$ cat src/hdl/kmds_pkg.sv
// ----------------------------------------------------------------------------
// kmds_pkg
// Shared types and constants for the key matrix debounce scanner.
// ----------------------------------------------------------------------------
`default_nettype none

package kmds_pkg;

  localparam int unsigned LevelBits    = 3;
  localparam int unsigned RowFieldW    = 2;
  localparam int unsigned ColFieldW    = 2;
  localparam int unsigned StampW       = 32;
  localparam int unsigned DebounceW    = 16;
  localparam logic [DebounceW-1:0] DebounceReset = 16'd20;

  typedef logic [RowFieldW-1:0] row_field_t;
  typedef logic [ColFieldW-1:0] col_field_t;

  typedef struct packed {
    row_field_t            row_index;
    logic [LevelBits-1:0]  column_levels;
    logic [StampW-1:0]     now_ms;
  } in_item_t;

  typedef struct packed {
    logic                  is_press;
    row_field_t            key_row;
    col_field_t            key_column;
    logic [StampW-1:0]     event_time;
    logic                  last_event;
  } out_item_t;

endpackage

`default_nettype wire

$ cat src/hdl/kmds_fifo.sv
// ----------------------------------------------------------------------------
// kmds_fifo
// Two-entry queue between the sampling front and the event back.
// ----------------------------------------------------------------------------
`default_nettype none

module kmds_fifo #(
  parameter type T = logic
) (
  input  wire   clk_i,
  input  wire   rst_ni,
  input  wire   push_i,
  input  wire T push_data_i,
  output logic  full_o,
  input  wire   pop_i,
  output T      head_o,
  output logic  empty_o
);

  T           mem_q [2];
  logic       wr_ptr_q, wr_ptr_d;
  logic       rd_ptr_q, rd_ptr_d;
  logic [1:0] count_q, count_d;

  assign full_o  = (count_q == 2'd2);
  assign empty_o = (count_q == 2'd0);
  assign head_o  = mem_q[rd_ptr_q];

  always_comb begin
    wr_ptr_d = wr_ptr_q;
    rd_ptr_d = rd_ptr_q;
    count_d  = count_q;
    if (push_i) begin
      wr_ptr_d = ~wr_ptr_q;
    end
    if (pop_i) begin
      rd_ptr_d = ~rd_ptr_q;
    end
    if (push_i && !pop_i) begin
      count_d = count_q + 2'd1;
    end else if (!push_i && pop_i) begin
      count_d = count_q - 2'd1;
    end
  end

  always_ff @(posedge clk_i or negedge rst_ni) begin
    if (!rst_ni) begin
      wr_ptr_q <= 1'b0;
      rd_ptr_q <= 1'b0;
      count_q  <= 2'd0;
    end else begin
      wr_ptr_q <= wr_ptr_d;
      rd_ptr_q <= rd_ptr_d;
      count_q  <= count_d;
    end
  end

  always_ff @(posedge clk_i) begin
    if (push_i) begin
      mem_q[wr_ptr_q] <= push_data_i;
    end
  end

endmodule

`default_nettype wire

$ cat src/hdl/kmds_front.sv
// ----------------------------------------------------------------------------
// kmds_front
// Takes row samples, updates per-key debounce state, queues event masks.
// ----------------------------------------------------------------------------
`default_nettype none

module kmds_front #(
  parameter int unsigned ROWS      = 4,
  parameter int unsigned COLS      = 3,
  parameter int unsigned TIME_BITS = 32
) (
  input  wire                                   clk_i,
  input  wire                                   rst_ni,
  input  wire                                   cfg_we_i,
  input  wire  [kmds_pkg::DebounceW-1:0]        cfg_wdata_i,
  input  wire                                   in_valid_i,
  output logic                                  in_stall_o,
  input  wire  kmds_pkg::in_item_t              in_data_i,
  output logic                                  push_o,
  output logic [kmds_pkg::RowFieldW-1:0]        push_row_o,
  output logic [COLS-1:0]                       push_fire_o,
  output logic [COLS-1:0]                       push_press_o,
  output logic [TIME_BITS-1:0]                  push_time_o,
  input  wire                                   full_i
);

  localparam int unsigned RowIdxW = (ROWS > 1) ? $clog2(ROWS) : 1;

  logic [kmds_pkg::DebounceW-1:0] debounce_q;
  logic                           raw_q    [ROWS][COLS];
  logic                           stable_q [ROWS][COLS];
  logic [TIME_BITS-1:0]           time_q   [ROWS][COLS];

  logic [COLS+kmds_pkg::LevelBits-1:0] levels_ext;
  logic [RowIdxW-1:0]                  row_sel;
  logic                                row_ok;
  logic                                accept;
  logic [TIME_BITS-1:0]                now_t;
  logic [TIME_BITS-1:0]                limit;
  logic [COLS-1:0]                     press_n;
  logic [COLS-1:0]                     fire;
  logic [TIME_BITS-1:0]                time_n   [COLS];
  logic [TIME_BITS-1:0]                elapsed  [COLS];

  always_comb begin
    levels_ext = {{COLS{1'b1}}, in_data_i.column_levels};
    row_ok     = ({30'd0, in_data_i.row_index} < 32'(ROWS));
    row_sel    = RowIdxW'(in_data_i.row_index);
    now_t      = in_data_i.now_ms[TIME_BITS-1:0];
    limit      = TIME_BITS'(debounce_q);
    for (int c = 0; c < COLS; c++) begin
      press_n[c] = ~levels_ext[c];
      time_n[c]  = (press_n[c] != raw_q[row_sel][c]) ? now_t : time_q[row_sel][c];
      elapsed[c] = now_t - time_n[c];
      fire[c]    = (elapsed[c] >= limit) && (stable_q[row_sel][c] != press_n[c]);
    end
  end

  assign in_stall_o   = full_i;
  assign accept       = in_valid_i && !full_i;
  assign push_o       = accept && row_ok && (|fire);
  assign push_row_o   = in_data_i.row_index;
  assign push_fire_o  = fire;
  assign push_press_o = press_n;
  assign push_time_o  = now_t;

  always_ff @(posedge clk_i or negedge rst_ni) begin
    if (!rst_ni) begin
      debounce_q <= kmds_pkg::DebounceReset;
      for (int r = 0; r < ROWS; r++) begin
        for (int c = 0; c < COLS; c++) begin
          raw_q[r][c]    <= 1'b0;
          stable_q[r][c] <= 1'b0;
          time_q[r][c]   <= '0;
        end
      end
    end else begin
      if (cfg_we_i) begin
        debounce_q <= cfg_wdata_i;
      end
      if (accept && row_ok) begin
        for (int c = 0; c < COLS; c++) begin
          raw_q[row_sel][c]  <= press_n[c];
          time_q[row_sel][c] <= time_n[c];
          if (fire[c]) begin
            stable_q[row_sel][c] <= press_n[c];
          end
        end
      end
    end
  end

endmodule

`default_nettype wire

$ cat src/hdl/kmds_back.sv
// ----------------------------------------------------------------------------
// kmds_back
// Walks the queued event mask of one row and emits one event per cycle while the output is not stalled.
// ----------------------------------------------------------------------------
`default_nettype none

module kmds_back #(
  parameter int unsigned COLS      = 3,
  parameter int unsigned TIME_BITS = 32
) (
  input  wire                             clk_i,
  input  wire                             rst_ni,
  input  wire                             empty_i,
  input  wire  [kmds_pkg::RowFieldW-1:0]  head_row_i,
  input  wire  [COLS-1:0]                 head_fire_i,
  input  wire  [COLS-1:0]                 head_press_i,
  input  wire  [TIME_BITS-1:0]            head_time_i,
  output logic                            pop_o,
  output logic                            out_valid_o,
  input  wire                             out_stall_i,
  output kmds_pkg::out_item_t             out_data_o
);

  localparam int unsigned ColIdxW = (COLS > 1) ? $clog2(COLS) : 1;

  logic [COLS-1:0]                mask_q, mask_d;
  logic [COLS-1:0]                press_q;
  logic [kmds_pkg::RowFieldW-1:0] row_q;
  logic [TIME_BITS-1:0]           time_q;
  logic                           out_valid_q, out_valid_d;
  kmds_pkg::out_item_t            out_q;

  logic                           slot_free;
  logic                           emit;
  logic [COLS-1:0]                low_bit;
  logic [COLS-1:0]                mask_after;
  logic [ColIdxW-1:0]             sel;

  always_comb begin
    low_bit = mask_q & (~mask_q + 1'b1);
    sel     = '0;
    for (int c = 0; c < COLS; c++) begin
      if (low_bit[c]) begin
        sel = ColIdxW'(c);
      end
    end
    slot_free   = !out_valid_q || !out_stall_i;
    emit        = slot_free && (mask_q != '0);
    mask_after  = emit ? (mask_q & ~low_bit) : mask_q;
    pop_o       = !empty_i && (mask_after == '0);
    mask_d      = pop_o ? head_fire_i : mask_after;
    out_valid_d = emit ? 1'b1 : (out_stall_i ? out_valid_q : 1'b0);
  end

  always_ff @(posedge clk_i or negedge rst_ni) begin
    if (!rst_ni) begin
      mask_q      <= '0;
      out_valid_q <= 1'b0;
    end else begin
      mask_q      <= mask_d;
      out_valid_q <= out_valid_d;
    end
  end

  always_ff @(posedge clk_i) begin
    if (pop_o) begin
      press_q <= head_press_i;
      row_q   <= head_row_i;
      time_q  <= head_time_i;
    end
    if (emit) begin
      out_q.is_press   <= press_q[sel];
      out_q.key_row    <= row_q;
      out_q.key_column <= kmds_pkg::col_field_t'(sel);
      out_q.event_time <= kmds_pkg::StampW'(time_q);
      out_q.last_event <= (mask_after == '0);
    end
  end

  assign out_valid_o = out_valid_q;
  assign out_data_o  = out_q;

endmodule

`default_nettype wire

$ cat src/hdl/key_matrix_debounce_scanner_top.sv
// ----------------------------------------------------------------------------
// key_matrix_debounce_scanner_top
// Key matrix row scanner with per-key debounce and press/release events.
//
// Input channel: one sampled row per transaction (row index, column levels,
// millisecond stamp). The sample is taken in the cycle it is accepted; the
// per-key raw level, stable level and change time of that row update then.
// Output channel: one press or release event per transaction, in ascending
// column order, last_event set on the final event of a sample.
// The first event of a sample passes through the queue, the walker's mask
// register and the output register. The event walker emits one event per
// cycle from a two-entry queue while the output is not stalled.
// Samples causing no event, or with an out-of-range row, are not queued,
// but every sample waits while the queue is full.
// A stalled output holds its event; the queue keeps taking samples until
// full, then the input is stalled.
// Reset clears all key state to not pressed, change times to zero, and the
// debounce setting to 20 ms. cfg_we_i writes the debounce setting.
// ----------------------------------------------------------------------------
`default_nettype none

module key_matrix_debounce_scanner_top #(
  parameter int unsigned ROWS      = 4,
  parameter int unsigned COLS      = 3,
  parameter int unsigned TIME_BITS = 32
) (
  input  wire                              clk_i,
  input  wire                              rst_ni,
  input  wire                              cfg_we_i,
  input  wire  [kmds_pkg::DebounceW-1:0]   cfg_wdata_i,
  input  wire                              in_valid_i,
  output logic                             in_stall_o,
  input  wire  kmds_pkg::in_item_t         in_data_i,
  output logic                             out_valid_o,
  input  wire                              out_stall_i,
  output kmds_pkg::out_item_t              out_data_o
);

  typedef struct packed {
    logic [kmds_pkg::RowFieldW-1:0] row;
    logic [COLS-1:0]                fire;
    logic [COLS-1:0]                press;
    logic [TIME_BITS-1:0]           stamp;
  } entry_t;

  entry_t push_entry;
  entry_t head_entry;
  logic   push;
  logic   pop;
  logic   full;
  logic   empty;

  kmds_front #(
    .ROWS      (ROWS),
    .COLS      (COLS),
    .TIME_BITS (TIME_BITS)
  ) u_front (
    .clk_i        (clk_i),
    .rst_ni       (rst_ni),
    .cfg_we_i     (cfg_we_i),
    .cfg_wdata_i  (cfg_wdata_i),
    .in_valid_i   (in_valid_i),
    .in_stall_o   (in_stall_o),
    .in_data_i    (in_data_i),
    .push_o       (push),
    .push_row_o   (push_entry.row),
    .push_fire_o  (push_entry.fire),
    .push_press_o (push_entry.press),
    .push_time_o  (push_entry.stamp),
    .full_i       (full)
  );

  kmds_fifo #(
    .T (entry_t)
  ) u_fifo (
    .clk_i       (clk_i),
    .rst_ni      (rst_ni),
    .push_i      (push),
    .push_data_i (push_entry),
    .full_o      (full),
    .pop_i       (pop),
    .head_o      (head_entry),
    .empty_o     (empty)
  );

  kmds_back #(
    .COLS      (COLS),
    .TIME_BITS (TIME_BITS)
  ) u_back (
    .clk_i        (clk_i),
    .rst_ni       (rst_ni),
    .empty_i      (empty),
    .head_row_i   (head_entry.row),
    .head_fire_i  (head_entry.fire),
    .head_press_i (head_entry.press),
    .head_time_i  (head_entry.stamp),
    .pop_o        (pop),
    .out_valid_o  (out_valid_o),
    .out_stall_i  (out_stall_i),
    .out_data_o   (out_data_o)
  );

endmodule

`default_nettype wire
$ cat config.mk
export PLATFORM = sky130hd
export DESIGN_NAME = key_matrix_debounce_scanner_top
export DESIGN_NICKNAME = d
export VERILOG_FILES = /design/src/hdl/kmds_pkg.sv /design/src/hdl/kmds_fifo.sv /design/src/hdl/kmds_front.sv /design/src/hdl/kmds_back.sv /design/src/hdl/key_matrix_debounce_scanner_top.sv
export SDC_FILE = /design/constraint.sdc
export NUM_CORES = 1
export LEC_CHECK = 0
export BUFFER_PORTS_ARGS = -buffer_cell sky130_fd_sc_hd__buf_2
export CAP_MARGIN = 10
export CORE_UTILIZATION = 40
export DETAILED_ROUTE_END_ITERATION = 8
export GPL_TIMING_DRIVEN = 0
export SLEW_MARGIN = 30
export SYNTH_ARGS = -nofsm -noshare
export SYNTH_HDL_FRONTEND = slang
export SYNTH_HIERARCHICAL = 1
export SYNTH_SLANG_ARGS = --single-unit
$ cat constraint.sdc
create_clock -name clk_i -period 16.44 [get_ports clk_i]
set_clock_uncertainty 0.1 [all_clocks]
set_input_delay 0 -clock clk_i [delete_from_list [all_inputs] [get_ports clk_i]]
set_output_delay 0 -clock clk_i [all_outputs]
set_load 0.01 [all_outputs]
After elaboration in Yosys (flattened, before gate mapping)
Memory sizes are Yosys's and may differ from the RTL's.
Index checks and enable logic that the tools add are counted.
- logic and storage cells: 153
- bits in registers: 507
- memories kept: 1
- bits in writable memories: 80
- $add $sub $neg: 6
- equality and inequality tests: 8
- reductions and logical operators: 22
- mux-type cells: 50
- order comparisons: 6
- bitwise operators: 10
- memory list (name ; words ; bits a word ; rd ports ; clocked after Yosys merged registers in ; write ports ; line ; RTL):
    u_fifo.mem_q ; 2 ; 40 ; 1 ; 0 ; 1 ; kmds_fifo.sv:20 ; T mem_q [2];
- operator list (operator ; number):
    bitwise mux 384 bit ; 3
    demux 96 bit (select 2 bit) ; 3
    2-to-1 mux 96 bit ; 3
    binary-select mux 96 bit (select 2 bit) ; 1
    2-to-1 mux 32 bit ; 4
    greater-or-equal comparator 32 x 16 -> 1 bit ; 3
    subtractor 32 bit ; 3
    bitwise mux 12 bit ; 6
    2-to-1 mux 64 bit ; 1
    2-to-1 mux 12 bit ; 5
    2-to-1 mux 3 bit ; 7
    demux 3 bit (select 2 bit) ; 3
    binary-select mux 3 bit (select 2 bit) ; 2
    logical AND 1 bit ; 10
    2-to-1 mux 2 bit ; 4
    2-to-1 mux 1 bit ; 7
    AND 3 bit ; 2
    zero test 1 bit ; 6
    inequality test 1 bit ; 6
    inverter 3 bit ; 2
    inverter 1 bit ; 5
    adder 3 x 1 -> 3 bit, second input constant ; 1
    greater-or-equal comparator 3 bit, second input constant ; 1
    zero test 3 bit ; 1
    other kinds (13) ; 13

Logic depth before layout (Yosys ltp)
Gate-level depths: netlist of run 1.
- depth in word-level cells: 16
- mapped depth: 36
- gate-level depth less buffers: 32

Cells and area by module
The synthesis of run 1 kept the hierarchy.
- modules (own cells, without submodules) (module ; sequential area each (sq um) ; area each (sq um) ; times used ; cells an instance):
    kmds_front ; 10612.7 ; 25231.7 ; 1 ; 2631
    kmds_fifo ; 2502.4 ; 3276.9 ; 1 ; 141
    kmds_back ; 2352.3 ; 2572.5 ; 1 ; 112

Least setup slack after synthesis of run 1
No wires, ideal clock.
- path kind: reg-to-reg
- from: register u_front/raw_q[1] (netlist bit)
- to: memory u_fifo/mem_q[0][0] (netlist bit) (enable)
- period minus slack after synthesis: 8.336 ns
- required time: 15.898 ns
- cell stages (with the launch flop): 31
- data arrival time: 7.794 ns
- library setup time: 0.442 ns
- setup slack: 8.104 ns
- buffers on the path: 3
- cells stage by stage: dfrtp_1 -> mux4_2 -> xnor2_1 -> clkbuf_1 -> buf_1 -> nor2_1 -> a21oi_1 -> ha_1 -> a21oi_1 -> a2bb2oi_1 -> o211ai_1 -> a31o_2 -> and2_1 -> nor2_1 -> nor2_1 -> nor2_1 -> xnor2_1 -> ha_1 -> and4_1 -> nand2_1 -> nor3_1 -> nor4_2 -> and4_1 -> a32oi_1 -> a32oi_1 -> nand4b_1 -> or4_1 -> buf_2 -> and2_1 -> o31a_1 -> nor2b_1
- RTL lines (element ; line ; RTL):
    start, declared ; kmds_front.sv:30 ; logic raw_q [ROWS][COLS];
    start signal, assigned by index ; kmds_front.sv:83 ; raw_q[row_sel][c] <= press_n[c];
    end, declared ; kmds_fifo.sv:20 ;

==> qor.yml, run 1 <==
cells_and_area:
  layout-drive-gt1-share_pct: 13.8
  num-fill-cells: 7016
  nNetsFinal: 3344
  final_cells: 4228
  area.growth.synth_to_final_pct: 16.8
  finalInstanceArea_mm2: 0.0363
sta:
  setup_tns_ns: 0
  finalHoldViolations: 0
  slew_headroom_pct: 26.8
  min_period_over_period_pct: 59.9
  drv_slew: 0
  post-route-min-period_ns: 9.85
  setup_viol: 0
  max_freq_mhz: 102
  worst_slew_pin_slew_ns: 1.10
  rsz0062_at_grt: "no"
synthesis:
  syn_area_mm2: 0.0311
  syn_inst: 2884
  yosys_warnings: 6
  synth.distinct_cells: 86
  synth_edf_count: 155
  yosysSeqAreaShare_pct: 49.8
  synth-async-reset-ratio_pct: 73.6
  synth.avg_cell_area_um2: 10.8
  ys.flop_type: "dfrtp_1"
  syn_nets: 3083
  synth-seq-cells: 587
clocking:
  clock-root-buffer: "clkbuf_16"
  clk_latency_ns: 0.63
  cts_buffer_depth: 3
  cts-resized-gates: 0
  cts_setup_buffers: 0
  cts_sinks: 587
  cts_max_level: 3
  cts_tree: "yes"
  clk_pin_slew_ns: 0.06
  cts_made_buffers: 66
placement:
  routabilityCongestion: 0.912
  dpl_cell_area_mm2: 0.0331
  place_hpwl_mm: 65.4
  dp_cells: 4016
  port_buffers: 94
drt:
  routedWlPerCell_um: 22.4
  totalWireLength_mm: 94.7
  vias: 23800
  via_per_inst: 5.63
  drc: 0
  first_iter_violations: 1882
  ant_nets: 0
  drt_pass1_iterations: 7
worst_setup_path:
  crit_path_start_kind: "flop"
  reg2reg_depth: 30
  worst_path_max_delay_cell: "clkbuf_1"
  cp.arrival_ns: 10.12
  required_ns: 16.71
  endpoint_kind: "flop"
  slowest_delay_ns: 0.84
  cp_max_fo: 21
  crit_type: "flop to flop"
  crit_top_cell: "nor2_1"
floorplanning:
  dieArea_mm2: 0.0788
  start_util_pct: 40.7
  coreArea_mm2: 0.0765
  die_x_um: 281
  io_pins: 98
  die_y_um: 281
  rows: 101
global_route:
  track_usage_pct: 24.4
  grt-ovfl-total: 0
  antenna_found_initial: 1
  grt_pass1_vias: 23600
  grt_first_pass_wirelength_mm: 145
  grt_max_degree: 85
worst_hold_path:
  hold_class: "input port to flop"
  worstHoldPathCells: 2
power_and_ir_drop:
  peakVddDrop_mv: 0.0821
  leakage_nw: 15.8
  powerDensity_mw_per_mm2: 201
run:
  maxCapViolCount: 0
outcome:
  status: "complete, no violations"
-- power by group --
part           switching (mW)  internal, mW
Combinational            1.89          1.38
Sequential              0.294          2.20
Clock                   0.623         0.911
-- cell usage after synthesis (5+ instances only) --
cell	n	area [µm²]
nand2_1	495	1860
o21ai_0	482	2410
dfrtp_1	430	10800
edfxtp_1	155	4650
clkbuf_1	141	529
ha_1	138	1730
a21oi_1	106	531
mux4_2	102	2300
mux2i_1	97	971
nor2_1	87	327
a21o_1	62	465
inv_1	61	229
xnor2_1	54	473
mux2_4	39	586
buf_4	36	270
nor3_1	33	165
nand4_1	27	169
xor2_1	26	228
a31oi_1	19	119
nand3_1	19	95.1
buf_1	17	63.8
nor2b_1	17	106
o21a_1	17	128
nand2b_1	14	87.6
and2_1	13	81.3
and3_1	13	81.3
o21bai_1	11	82.6
o31ai_1	10	75.1
o22ai_1	9	56.3
a41oi_1	8	70.1
o2111ai_1	7	61.3
o211ai_1	7	52.6
nor3b_1	6	45.0
nor4_1	6	37.5
or3_1	6	37.5
a2111oi_0	5	43.8
a211o_1	5	43.8
a31o_2	5	43.8
-- cell type report --
cell class	instances	area (µm²)	area share (%)
clock buffers	92	1820	5.02
repair buffers	193	1620	4.46
inverters	63	236	0.651
plain buffers	206	1030	2.84
diodes	1	2.50	0.00689
multi-input cells	2028	14400	39.7
clock inverters	28	432	1.19
flip-flops and latches	587	15500	42.6
well taps	1030	1290	3.55
-- per-stage QoR --
step	setup WS, ns	power [mW]	utilization, %	hold slack (ns)
2_1_floorplan	8.10	4.85	-	-0.396
5_1_grt	6.06	7.84	47.5	0.0636
6_report	6.59	7.30	47.5	0.0918
3_5_place_dp	6.72	5.72	43.3	-0.113
3_3_place_gp	4.71	5.64	43.0	0.0859
4_1_cts	6.67	7.31	47.5	0.0581
-- placed cells by master (no fill, tap or decap), types with 11 or more instances in the layout --
cell type	count
nand2_1	495
clkbuf_1	153
inv_1	61
a21oi_1	105
nand3_1	19
a31oi_1	19
mux2_4	39
nor2_1	87
and3_1	13
mux4_2	102
clkbuf_2	11
xor2_1	26
nor3_1	33
nor2b_1	16
dlygate4sd3_1	89
mux2i_1	97
dfrtp_1	430
ha_1	138
o21a_1	17
o21bai_1	11
a21o_1	62
xnor2_1	53
buf_2	103
buf_4	36
clkbuf_16	67
nand4_1	27
o21ai_0	482
and2_1	11
nand2b_1	14
edfxtp_1	155
-- cell families after synthesis --
family | count (synthesis) | share of synthesized area (%)
adder cells (fa/ha/maj) | 142 | 5.78
buffers and inverters | 269 | 4.01
multiplexers | 241 | 12.5
flip-flops | 587 | 49.8
XOR/XNOR | 81 | 2.31
AO/OA/AOI/OAI | 804 | 15.0
AND/OR/NAND/NOR | 760 | 10.6
-- repair_timing --
| action | in CTS | in global routing |
|---|---|---|
| hold buffers | 90 | 0 |
| endpoints found under the setup margin | 0 | 0 |
| hold endpoints to repair | 457 | 0 |
-- worst max-delay path: cells and delay by family, from the launching register on --
kind / cells / cell delay [ns]
compound gates: 7 / 2.07
xor+xnor: 2 / 0.83
fa+ha+maj: 2 / 0.61
buf+inv: 4 / 1.96
flops: 1 / 0.37
mux: 1 / 0.51
simple gates: 14 / 3.09
-- layer usage --
layer	share of wire [%]	wire length, µm	global-route usage [%]
met3	5.6	5340	4.02
met2	46	43700	38.8
met5	0	0	0
met4	4.7	4470	10.9
met1	43	41200	32.7
-- state kept, by name, summed over array words and instances (netlist names) --
register / cells
u_back/mask_q: 3
u_back/out_data_o: 38
u_back/out_valid_o: 1
u_back/press_q: 3
u_back/row_q: 2
u_back/time_q: 32
u_fifo/count_q: 2
u_fifo/mem_q: 80
u_fifo/rd_ptr_q: 1
u_fifo/wr_ptr_q: 1
u_front/debounce_q: 16
u_front/raw_q: 12
u_front/stable_q: 12
u_front/time_q: 384
-- worst paths after layout --
path | from | endpoint | slack, ns
min in group asynchronous | rst_ni | u_front/time_q[278] | 0.49
max in group asynchronous | rst_ni | u_front/time_q[113] | 14.58
setup reg to reg | u_front/raw_q[1] | u_fifo/mem_q[0][3] | 6.59
hold reg to reg | u_back/time_q[9] | u_back/out_data_o[10] | 0.31
setup / recovery | u_front/raw_q[1] | u_fifo/mem_q[0][3] | 6.59
hold / removal | in_data_i[36] | u_fifo/mem_q[0][39] | 0.09
No activity file was read; power rests on OpenSTA's default activity.
==> inputs of run 2 (changes only) <==
==> constraint.sdc (replaced) <==
create_clock -name clk_i -period 9.55 [get_ports clk_i]
set_clock_uncertainty 0.1 [all_clocks]
set_input_delay 0 -clock clk_i [delete_from_list [all_inputs] [get_ports clk_i]]
set_output_delay 0 -clock clk_i [all_outputs]
set_load 0.01 [all_outputs]
==> run 2 against run 1 <==
Effect of this change:
- worst setup slack lost 6.1 ns
- utilization is essentially flat
- die area is the same
- fmax grew 8.6%
- critical path type unchanged
==> qor.yml, run 2 (synthesis gave the netlist of run 1 again) <==
worst_setup_path:
  cp_max_fo: 21  # unchanged
  required_ns: 9.82  # -6.89 ns
  crit_type: "flop to flop"
  endpoint_kind: "flop"
  r2r_slack_ns: 0.48  # -6.11 ns
  reg2reg_depth: 25  # -17%
  worstSetupStartpoint: "u_front/raw_q[0]"
  regToRegStartpoint: "u_front/raw_q[0]"
  crit_path_start_kind: "flop"
  cp.arrival_ns: 9.34  # -0.78 ns
  endpoint: "u_fifo/mem_q[0][14]"
  worstReg2RegEnd: "u_fifo/mem_q[0][14]"
power_and_ir_drop:
  intPower_mw: 7.74  # +72%
  seq_power_share_pct: 34.2  # about the same
  powerDensity_mw_per_mm2: 347  # +72%
  leakage_nw: 15.8  # about the same
  p_sw_share_pct: 38.5  # about the same
  peakVddDrop_mv: 0.142  # +73%
  switching_power_mw: 4.85  # +72%
  power_frac_clock_pct: 21.0  # about the same
  comb_power_share_pct: 44.8  # about the same
floorplanning:
  rows: 101  # unchanged
  start_util_pct: 40.7  # unchanged
  dieArea_mm2: 0.0788  # unchanged
  die_y_um: 281  # unchanged
  coreArea_mm2: 0.0765  # unchanged
  die_x_um: 281  # unchanged
  io_pins: 98  # unchanged
clocking:
  cts_sinks: 587  # unchanged
  cts_buffer_depth: 3  # unchanged
  clk_latency_ns: 0.63  # about the same
  cts_max_level: 3  # unchanged
  cts_tree: "yes"
  cts_setup_buffers: 0  # unchanged
  clk_pin_slew_ns: 0.06  # about the same
  clock-root-buffer: "clkbuf_16"
  cts_made_buffers: 66  # unchanged
sta:
  min_period_over_period_pct: 94.9  # +35 points
  worst_slew_pin_slew_ns: 1.10  # +0.00660 ns
  finalHoldViolations: 0  # unchanged
  slew_headroom_pct: 26.4  # -0.44 points
  max_freq_mhz: 110  # +8.6%
  rsz0062_at_grt: "no"
  drv_slew: 0  # unchanged
  setup_viol: 0  # unchanged
  post-route-min-period_ns: 9.07  # -0.781 ns
cells_and_area:
  layout-drive-gt1-share_pct: 14.0  # +0.13 points
  fin_util_pct: 47.5  # about the same
  multi_input_area_mm2: 0.0144  # +0.13%
  layout_commonest_cell: "nand2_1"
  num-fill-cells: 7017  # +0.014%
  nNetsFinal: 3344  # unchanged
  layout_common_cells: "495 x nand2_1, 482 x o21ai_0, 430 x dfrtp_1"
  regMostFlops: "u_front/time_q"
  largest_reg_flops: 384  # unchanged
  finalInstanceArea_mm2: 0.0363  # about the same
  layout.area.seq_mm2: 0.0155  # unchanged
  area.growth.synth_to_final_pct: 16.9  # about the same
global_route:
  antenna_found_initial: 1  # unchanged
  grt-ovfl-total: 0  # unchanged
  grt_max_degree: 85  # unchanged
  grt_pass1_vias: 23600  # unchanged
  track_usage_pct: 24.4  # unchanged
  grt_first_pass_wirelength_mm: 145  # unchanged
placement:
  routabilityCongestion: 0.912  # unchanged
  port_buffers: 94  # unchanged
  dpl_cell_area_mm2: 0.0331  # unchanged
  place_hpwl_mm: 65.4  # unchanged
drt:
  first_iter_violations: 2008  # +6.7%
  routedWlPerCell_um: 22.4  # +0.16%
  ant_nets: 0  # unchanged
  vias: 23800  # -0.055%
  via_per_inst: 5.62  # about the same
  totalWireLength_mm: 94.9  # +0.16%
  drc: 0  # unchanged
  drt_pass1_iterations: 6  # -1
outcome:
  status: "complete, no violations"
worst_hold_path:
  hold_class: "input port to flop"
run:
  maxCapViolCount: 0  # unchanged
run 2: cell count changes in the layout (fill, tap and decap cells not counted):
cell	delta
xnor2_4	+1
clkbuf_1	-2
buf_1	-1
clkbuf_2	+3
xnor2_1	-1
run 2: through the flow:
step / std cells / setup TNS, ns / hold WS [ns] / setup WS (ns) / power [mW]
after floorplan: 2884 / 0 / -0.396 / 1.21 / 8.34
after global placement: 4008 / -402.21 / 0.0859 / -2.18 / 9.71
after detailed placement: 4016 / -9.52 / -0.113 / -0.175 / 9.86
after CTS: 4226 / 0 / 0.0581 / 0.0573 / 12.6
after global routing: 4227 / 0 / 0.0636 / 0.0196 / 13.5
final: 4228 / 0 / 0.0911 / 0.483 / 12.6
run 2: area by class of cell:
class	instances	share of cell area (%)
inverters	63	0.651
well taps	1030	3.55
repair buffers	193	4.45
clock inverters	28	1.19
clock buffers	92	5.01
flip-flops and latches	587	42.6
diodes	1	0.00689
multi-input cells	2028	39.7
plain buffers	206	2.85
run 2: worst min-delay path by stage:
stage	startpoint	end	slack (ns)	cells past startpoint
after global placement	in_data_i[31]	u_fifo/mem_q[0][31]	0.09	1
final	in_data_i[36]	u_fifo/mem_q[0][39]	0.09	2
after detailed placement	rst_ni	u_front/time_q[276]	-0.11	1
after floorplan	rst_ni	u_back/mask_q[0]	-0.40	0
after global routing	in_data_i[36]	u_fifo/mem_q[0][39]	0.06	2
after CTS	in_data_i[36]	u_fifo/mem_q[0][39]	0.06	2
run 2: metal layers:
| metal | up-vias | share of wire (%) | track usage (%) | routed length (µm) |
|---|---|---|---|---|
| met4 | 0 | 4.6 | 10.9 | 4390 |
| met1 | 12000 | 44 | 32.7 | 41300 |
| met2 | 680 | 46 | 38.8 | 43700 |
| met3 | 174 | 5.7 | 4.02 | 5380 |
| met5 | - | 0 | 0 | 0 |
| li1 | 11000 | - | - | - |
run 2: power by group through the flow:
stage                     registers [mW]  clock network [mW]  logic, mW
after floorplan                     4.22                   0       4.12
after global placement              4.31                   0       5.39
after detailed placement            4.32                   0       5.53
after CTS                           4.29                2.69       5.59
after global routing                4.42                2.79       6.30
final                               4.30                2.64       5.64
run 2: repair_timing:
action	in CTS	in global routing
hold endpoints to repair	457	0
setup endpoints to repair	82	83
hold buffers	90	0
pin swaps	0	0
gates resized for setup	1	6
run 2: worst max-delay path, cell delays in order (launching register included):
cell,delay (ns)
dfrtp_1,0.39
mux4_2,0.53
xnor2_4,0.50
clkbuf_2,0.48
mux2i_1,0.46
ha_1,0.35
a211o_1,0.33
or4_1,0.40
o221ai_1,0.44
o21ai_0,0.32
a31oi_1,0.27
xnor2_1,0.09
ha_1,0.21
a21oi_1,0.12
nand2_1,0.06
a2111oi_0,0.39
nand3_1,0.14
a311o_1,0.34
or4_1,0.51
nor4_1,0.29
or4b_4,0.52
o31ai_4,0.61
inv_2,0.10
o31a_1,0.38
nor2b_4,0.25
buf_16,0.20
==> inputs of run 3 (changes only) <==
--- a/config.mk
+++ b/config.mk
@@ -8,6 +8,7 @@
 export BUFFER_PORTS_ARGS = -buffer_cell sky130_fd_sc_hd__buf_2
 export CAP_MARGIN = 10
 export CORE_UTILIZATION = 40
+export CTS_BUF_LIST = sky130_fd_sc_hd__clkbuf_4
 export DETAILED_ROUTE_END_ITERATION = 8
 export GPL_TIMING_DRIVEN = 0
 export SLEW_MARGIN = 30
==> run 3 against run 2 <==
Effect of this change:
- total power decreased by 2.2%
- non-clock buffer count increased by 54
- critical path depth increased by 4
- first-iteration DRC count decreased by 3.5%
- clock power decreased by 11%
- sequential share of layout area decreased by 0.50 points
- die area unchanged
- worst setup slack got worse by 0.018 ns
- sequential power about the same
- hold slack got worse by 0.0045 ns
- flip-flop and latch count unchanged
- highest routed layer is now met5
==> qor.yml, run 3 (synthesis gave the netlist of run 1 again) <==
outcome:
  status: "complete, no violations"
clocking:
  clk_latency_ns: 1.07  # +0.44 ns
  clk_pin_slew_ns: 0.06  # about the same
  cts_setup_buffers: 0  # unchanged
  cts_max_level: 4  # +1
  cts_tree: "yes"
  cts_sinks: 587  # unchanged
  cts_buffer_depth: 3  # unchanged
  clock-root-buffer: "clkbuf_4"
  cts_made_buffers: 161  # +140%
global_route:
  grt-ovfl-total: 0  # unchanged
  grt_max_degree: 85  # unchanged
  track_usage_pct: 25.1  # +0.76 points
  antenna_found_initial: 7  # +6
  grt_first_pass_wirelength_mm: 149  # +2.9%
  grt_pass1_vias: 24900  # +5.6%
floorplanning:
  dieArea_mm2: 0.0788  # unchanged
  rows: 101  # unchanged
  coreArea_mm2: 0.0765  # unchanged
  die_y_um: 281  # unchanged
  io_pins: 98  # unchanged
  die_x_um: 281  # unchanged
  start_util_pct: 40.7  # unchanged
drt:
  routedWlPerCell_um: 21.8  # -2.9%
  drc: 0  # unchanged
  via_per_inst: 5.57  # -0.95%
  vias: 24800  # +4.4%
  ant_nets: 0  # unchanged
  drt_pass1_iterations: 6  # unchanged
  first_iter_violations: 1938  # -3.5%
  totalWireLength_mm: 97.1  # +2.4%
cells_and_area:
  multi_input_area_mm2: 0.0144  # unchanged
  layout.area.seq_mm2: 0.0155  # unchanged
  layout_common_cells: "495 x nand2_1, 482 x o21ai_0, 430 x dfrtp_1"
  area.growth.synth_to_final_pct: 18.2
  layout-drive-gt1-share_pct: 18.1  # +4.1 points
  regMostFlops: "u_front/time_q"
  final_cells: 4457  # +5.4%
  num-fill-cells: 7112  # +1.4%
  fin_util_pct: 48.1  # +0.56 points
  largest_reg_flops: 384  # unchanged
  layout_commonest_cell: "nand2_1"
  nNetsFinal: 3493  # +4.5%
placement:
  port_buffers: 94  # unchanged
  dp_cells: 4016  # unchanged
  place_hpwl_mm: 65.4  # unchanged
  routabilityCongestion: 0.912  # unchanged
worst_setup_path:
  worst_path_max_delay_cell: "buf_1"
  endpoint_kind: "flop"
  cp.arrival_ns: 9.77  # +0.43 ns
  crit_type: "input port to flop"
  slowest_delay_ns: 0.80  # +0.19 ns
  required_ns: 10.24  # +0.42 ns
  reg2reg_depth: 25  # unchanged
  regToRegStartpoint: "u_front/raw_q[0]"
  worstReg2RegEnd: "u_fifo/mem_q[0][10]"
  cp_max_fo: 21  # unchanged
  r2r_slack_ns: 0.47  # about the same
  crit_path_start_kind: "input port"
sta:
  finalHoldViolations: 0  # unchanged
  min_period_over_period_pct: 95.1  # +0.19 points
  setup_tns_ns: 0  # unchanged
  post-route-min-period_ns: 9.09  # +0.0180 ns
  holdWs_ns: 0.0866  # -0.00451 ns
  max_freq_mhz: 110  # -0.20%
  rsz0062_at_grt: "no"
  setup_viol: 0  # unchanged
  slew_headroom_pct: 27.7  # +1.4 points
  worst_slew_pin_slew_ns: 1.08  # -0.0205 ns
  drv_slew: 0  # unchanged
run:
  maxCapViolCount: 0  # unchanged
worst_hold_path:
  worstHoldPathCells: 3  # +1
  hp-start: "in_data_i[15]"
  hold_class: "input port to flop"
  hold_path_end: "u_fifo/mem_q[0][15]"
power_and_ir_drop:
  powerDensity_mw_per_mm2: 335  # -3.3%
  leakage_nw: 16.2  # +2.6%
  peakVddDrop_mv: 0.112  # -21%
==> run 3: cell types whose count changed in the layout (fill, tap and decap cells not counted), moves of 5 or more <==
cell           previous run  this run
clkbuf_4                  0       251
clkbuf_8                  5         0
clkbuf_1                151       132
inv_6                     0         7
diode_2                   1         9
dlygate4sd3_1            89       143
clkbuf_16                67         0
clkinv_1                  2        16
bufinv_16                 8         1
==> run 3: worst max-delay path by stage <==
| stage | from | end | slack, ns | depth (start not counted) |
|---|---|---|---|---|
| detailed placement | in_data_i[36] | u_fifo/mem_q[0][6] | -0.17 | 27 |
| finish | in_data_i[35] | u_fifo/mem_q[0][10] | 0.46 | 29 |
| CTS | u_front/raw_q[0] | u_fifo/mem_q[0][13] | 0.07 | 25 |
| global placement | in_data_i[36] | u_fifo/mem_q[0][18] | -2.18 | 31 |
| floorplan | u_front/raw_q[1] | u_fifo/mem_q[0][0] | 1.21 | 30 |
| global route | u_front/raw_q[10] | u_fifo/mem_q[0][13] | 0.03 | 30 |
==> run 3: critical path, delay by kind of cell <==
family | cells | cell delay, ns
buffers and inverters | 7 | 2.90
AND/OR/NAND/NOR | 7 | 1.91
multiplexers | 2 | 1.05
AO/OA/AOI/OAI | 10 | 3.25
adder cells (fa/ha/maj) | 2 | 0.54
XOR/XNOR | 1 | 0.09
==> run 3: power by group <==
part | switching [mW] | total [mW] | internal, mW
clock network | 1.11 | 2.35 | 1.23
logic | 3.27 | 5.67 | 2.39
registers | 0.505 | 4.30 | 3.79
total | 4.89 | 12.3 | 7.42
==> run 3: metal layers <==
| metal | vias to the layer above | routed length, µm | track usage, % |
|---|---|---|---|
| met5 | - | 20 | 0 |
| met2 | 852 | 44300 | 39.2 |
| met3 | 251 | 6760 | 5.78 |
| met4 | 4 | 4610 | 13.3 |
| li1 | 11400 | - | - |
| met1 | 12400 | 41500 | 32.5 |
==> run 3: timing repair <==
| item | in CTS | in global routing |
|---|---|---|
| setup endpoints to repair | 64 | 83 |
| hold buffers | 144 | 0 |
| hold endpoints to repair | 981 | 0 |
| gates resized for setup | 1 | 6 |
==> run 3: per-stage QoR <==
stage | worst slack, ns | power, mW | area, µm²
finish | 0.465 | 12.3 | 36800
global route | 0.0279 | 13.3 | 36700
CTS | 0.0700 | 12.3 | 36700
detailed placement | -0.175 | 9.86 | 33100
global placement | -2.18 | 9.71 | 32800
floorplan | 1.21 | 8.34 | 31100
==> run 3: cell type report <==
type / count / share of cell area (%)
well taps: 1030 / 3.51
plain buffers: 206 / 2.81
clock inverters: 36 / 0.643
clock buffers: 251 / 5.13
diodes: 9 / 0.0613
repair buffers: 247 / 5.87
inverters: 63 / 0.643
multi-input cells: 2028 / 39.2
flip-flops and latches: 587 / 42.1
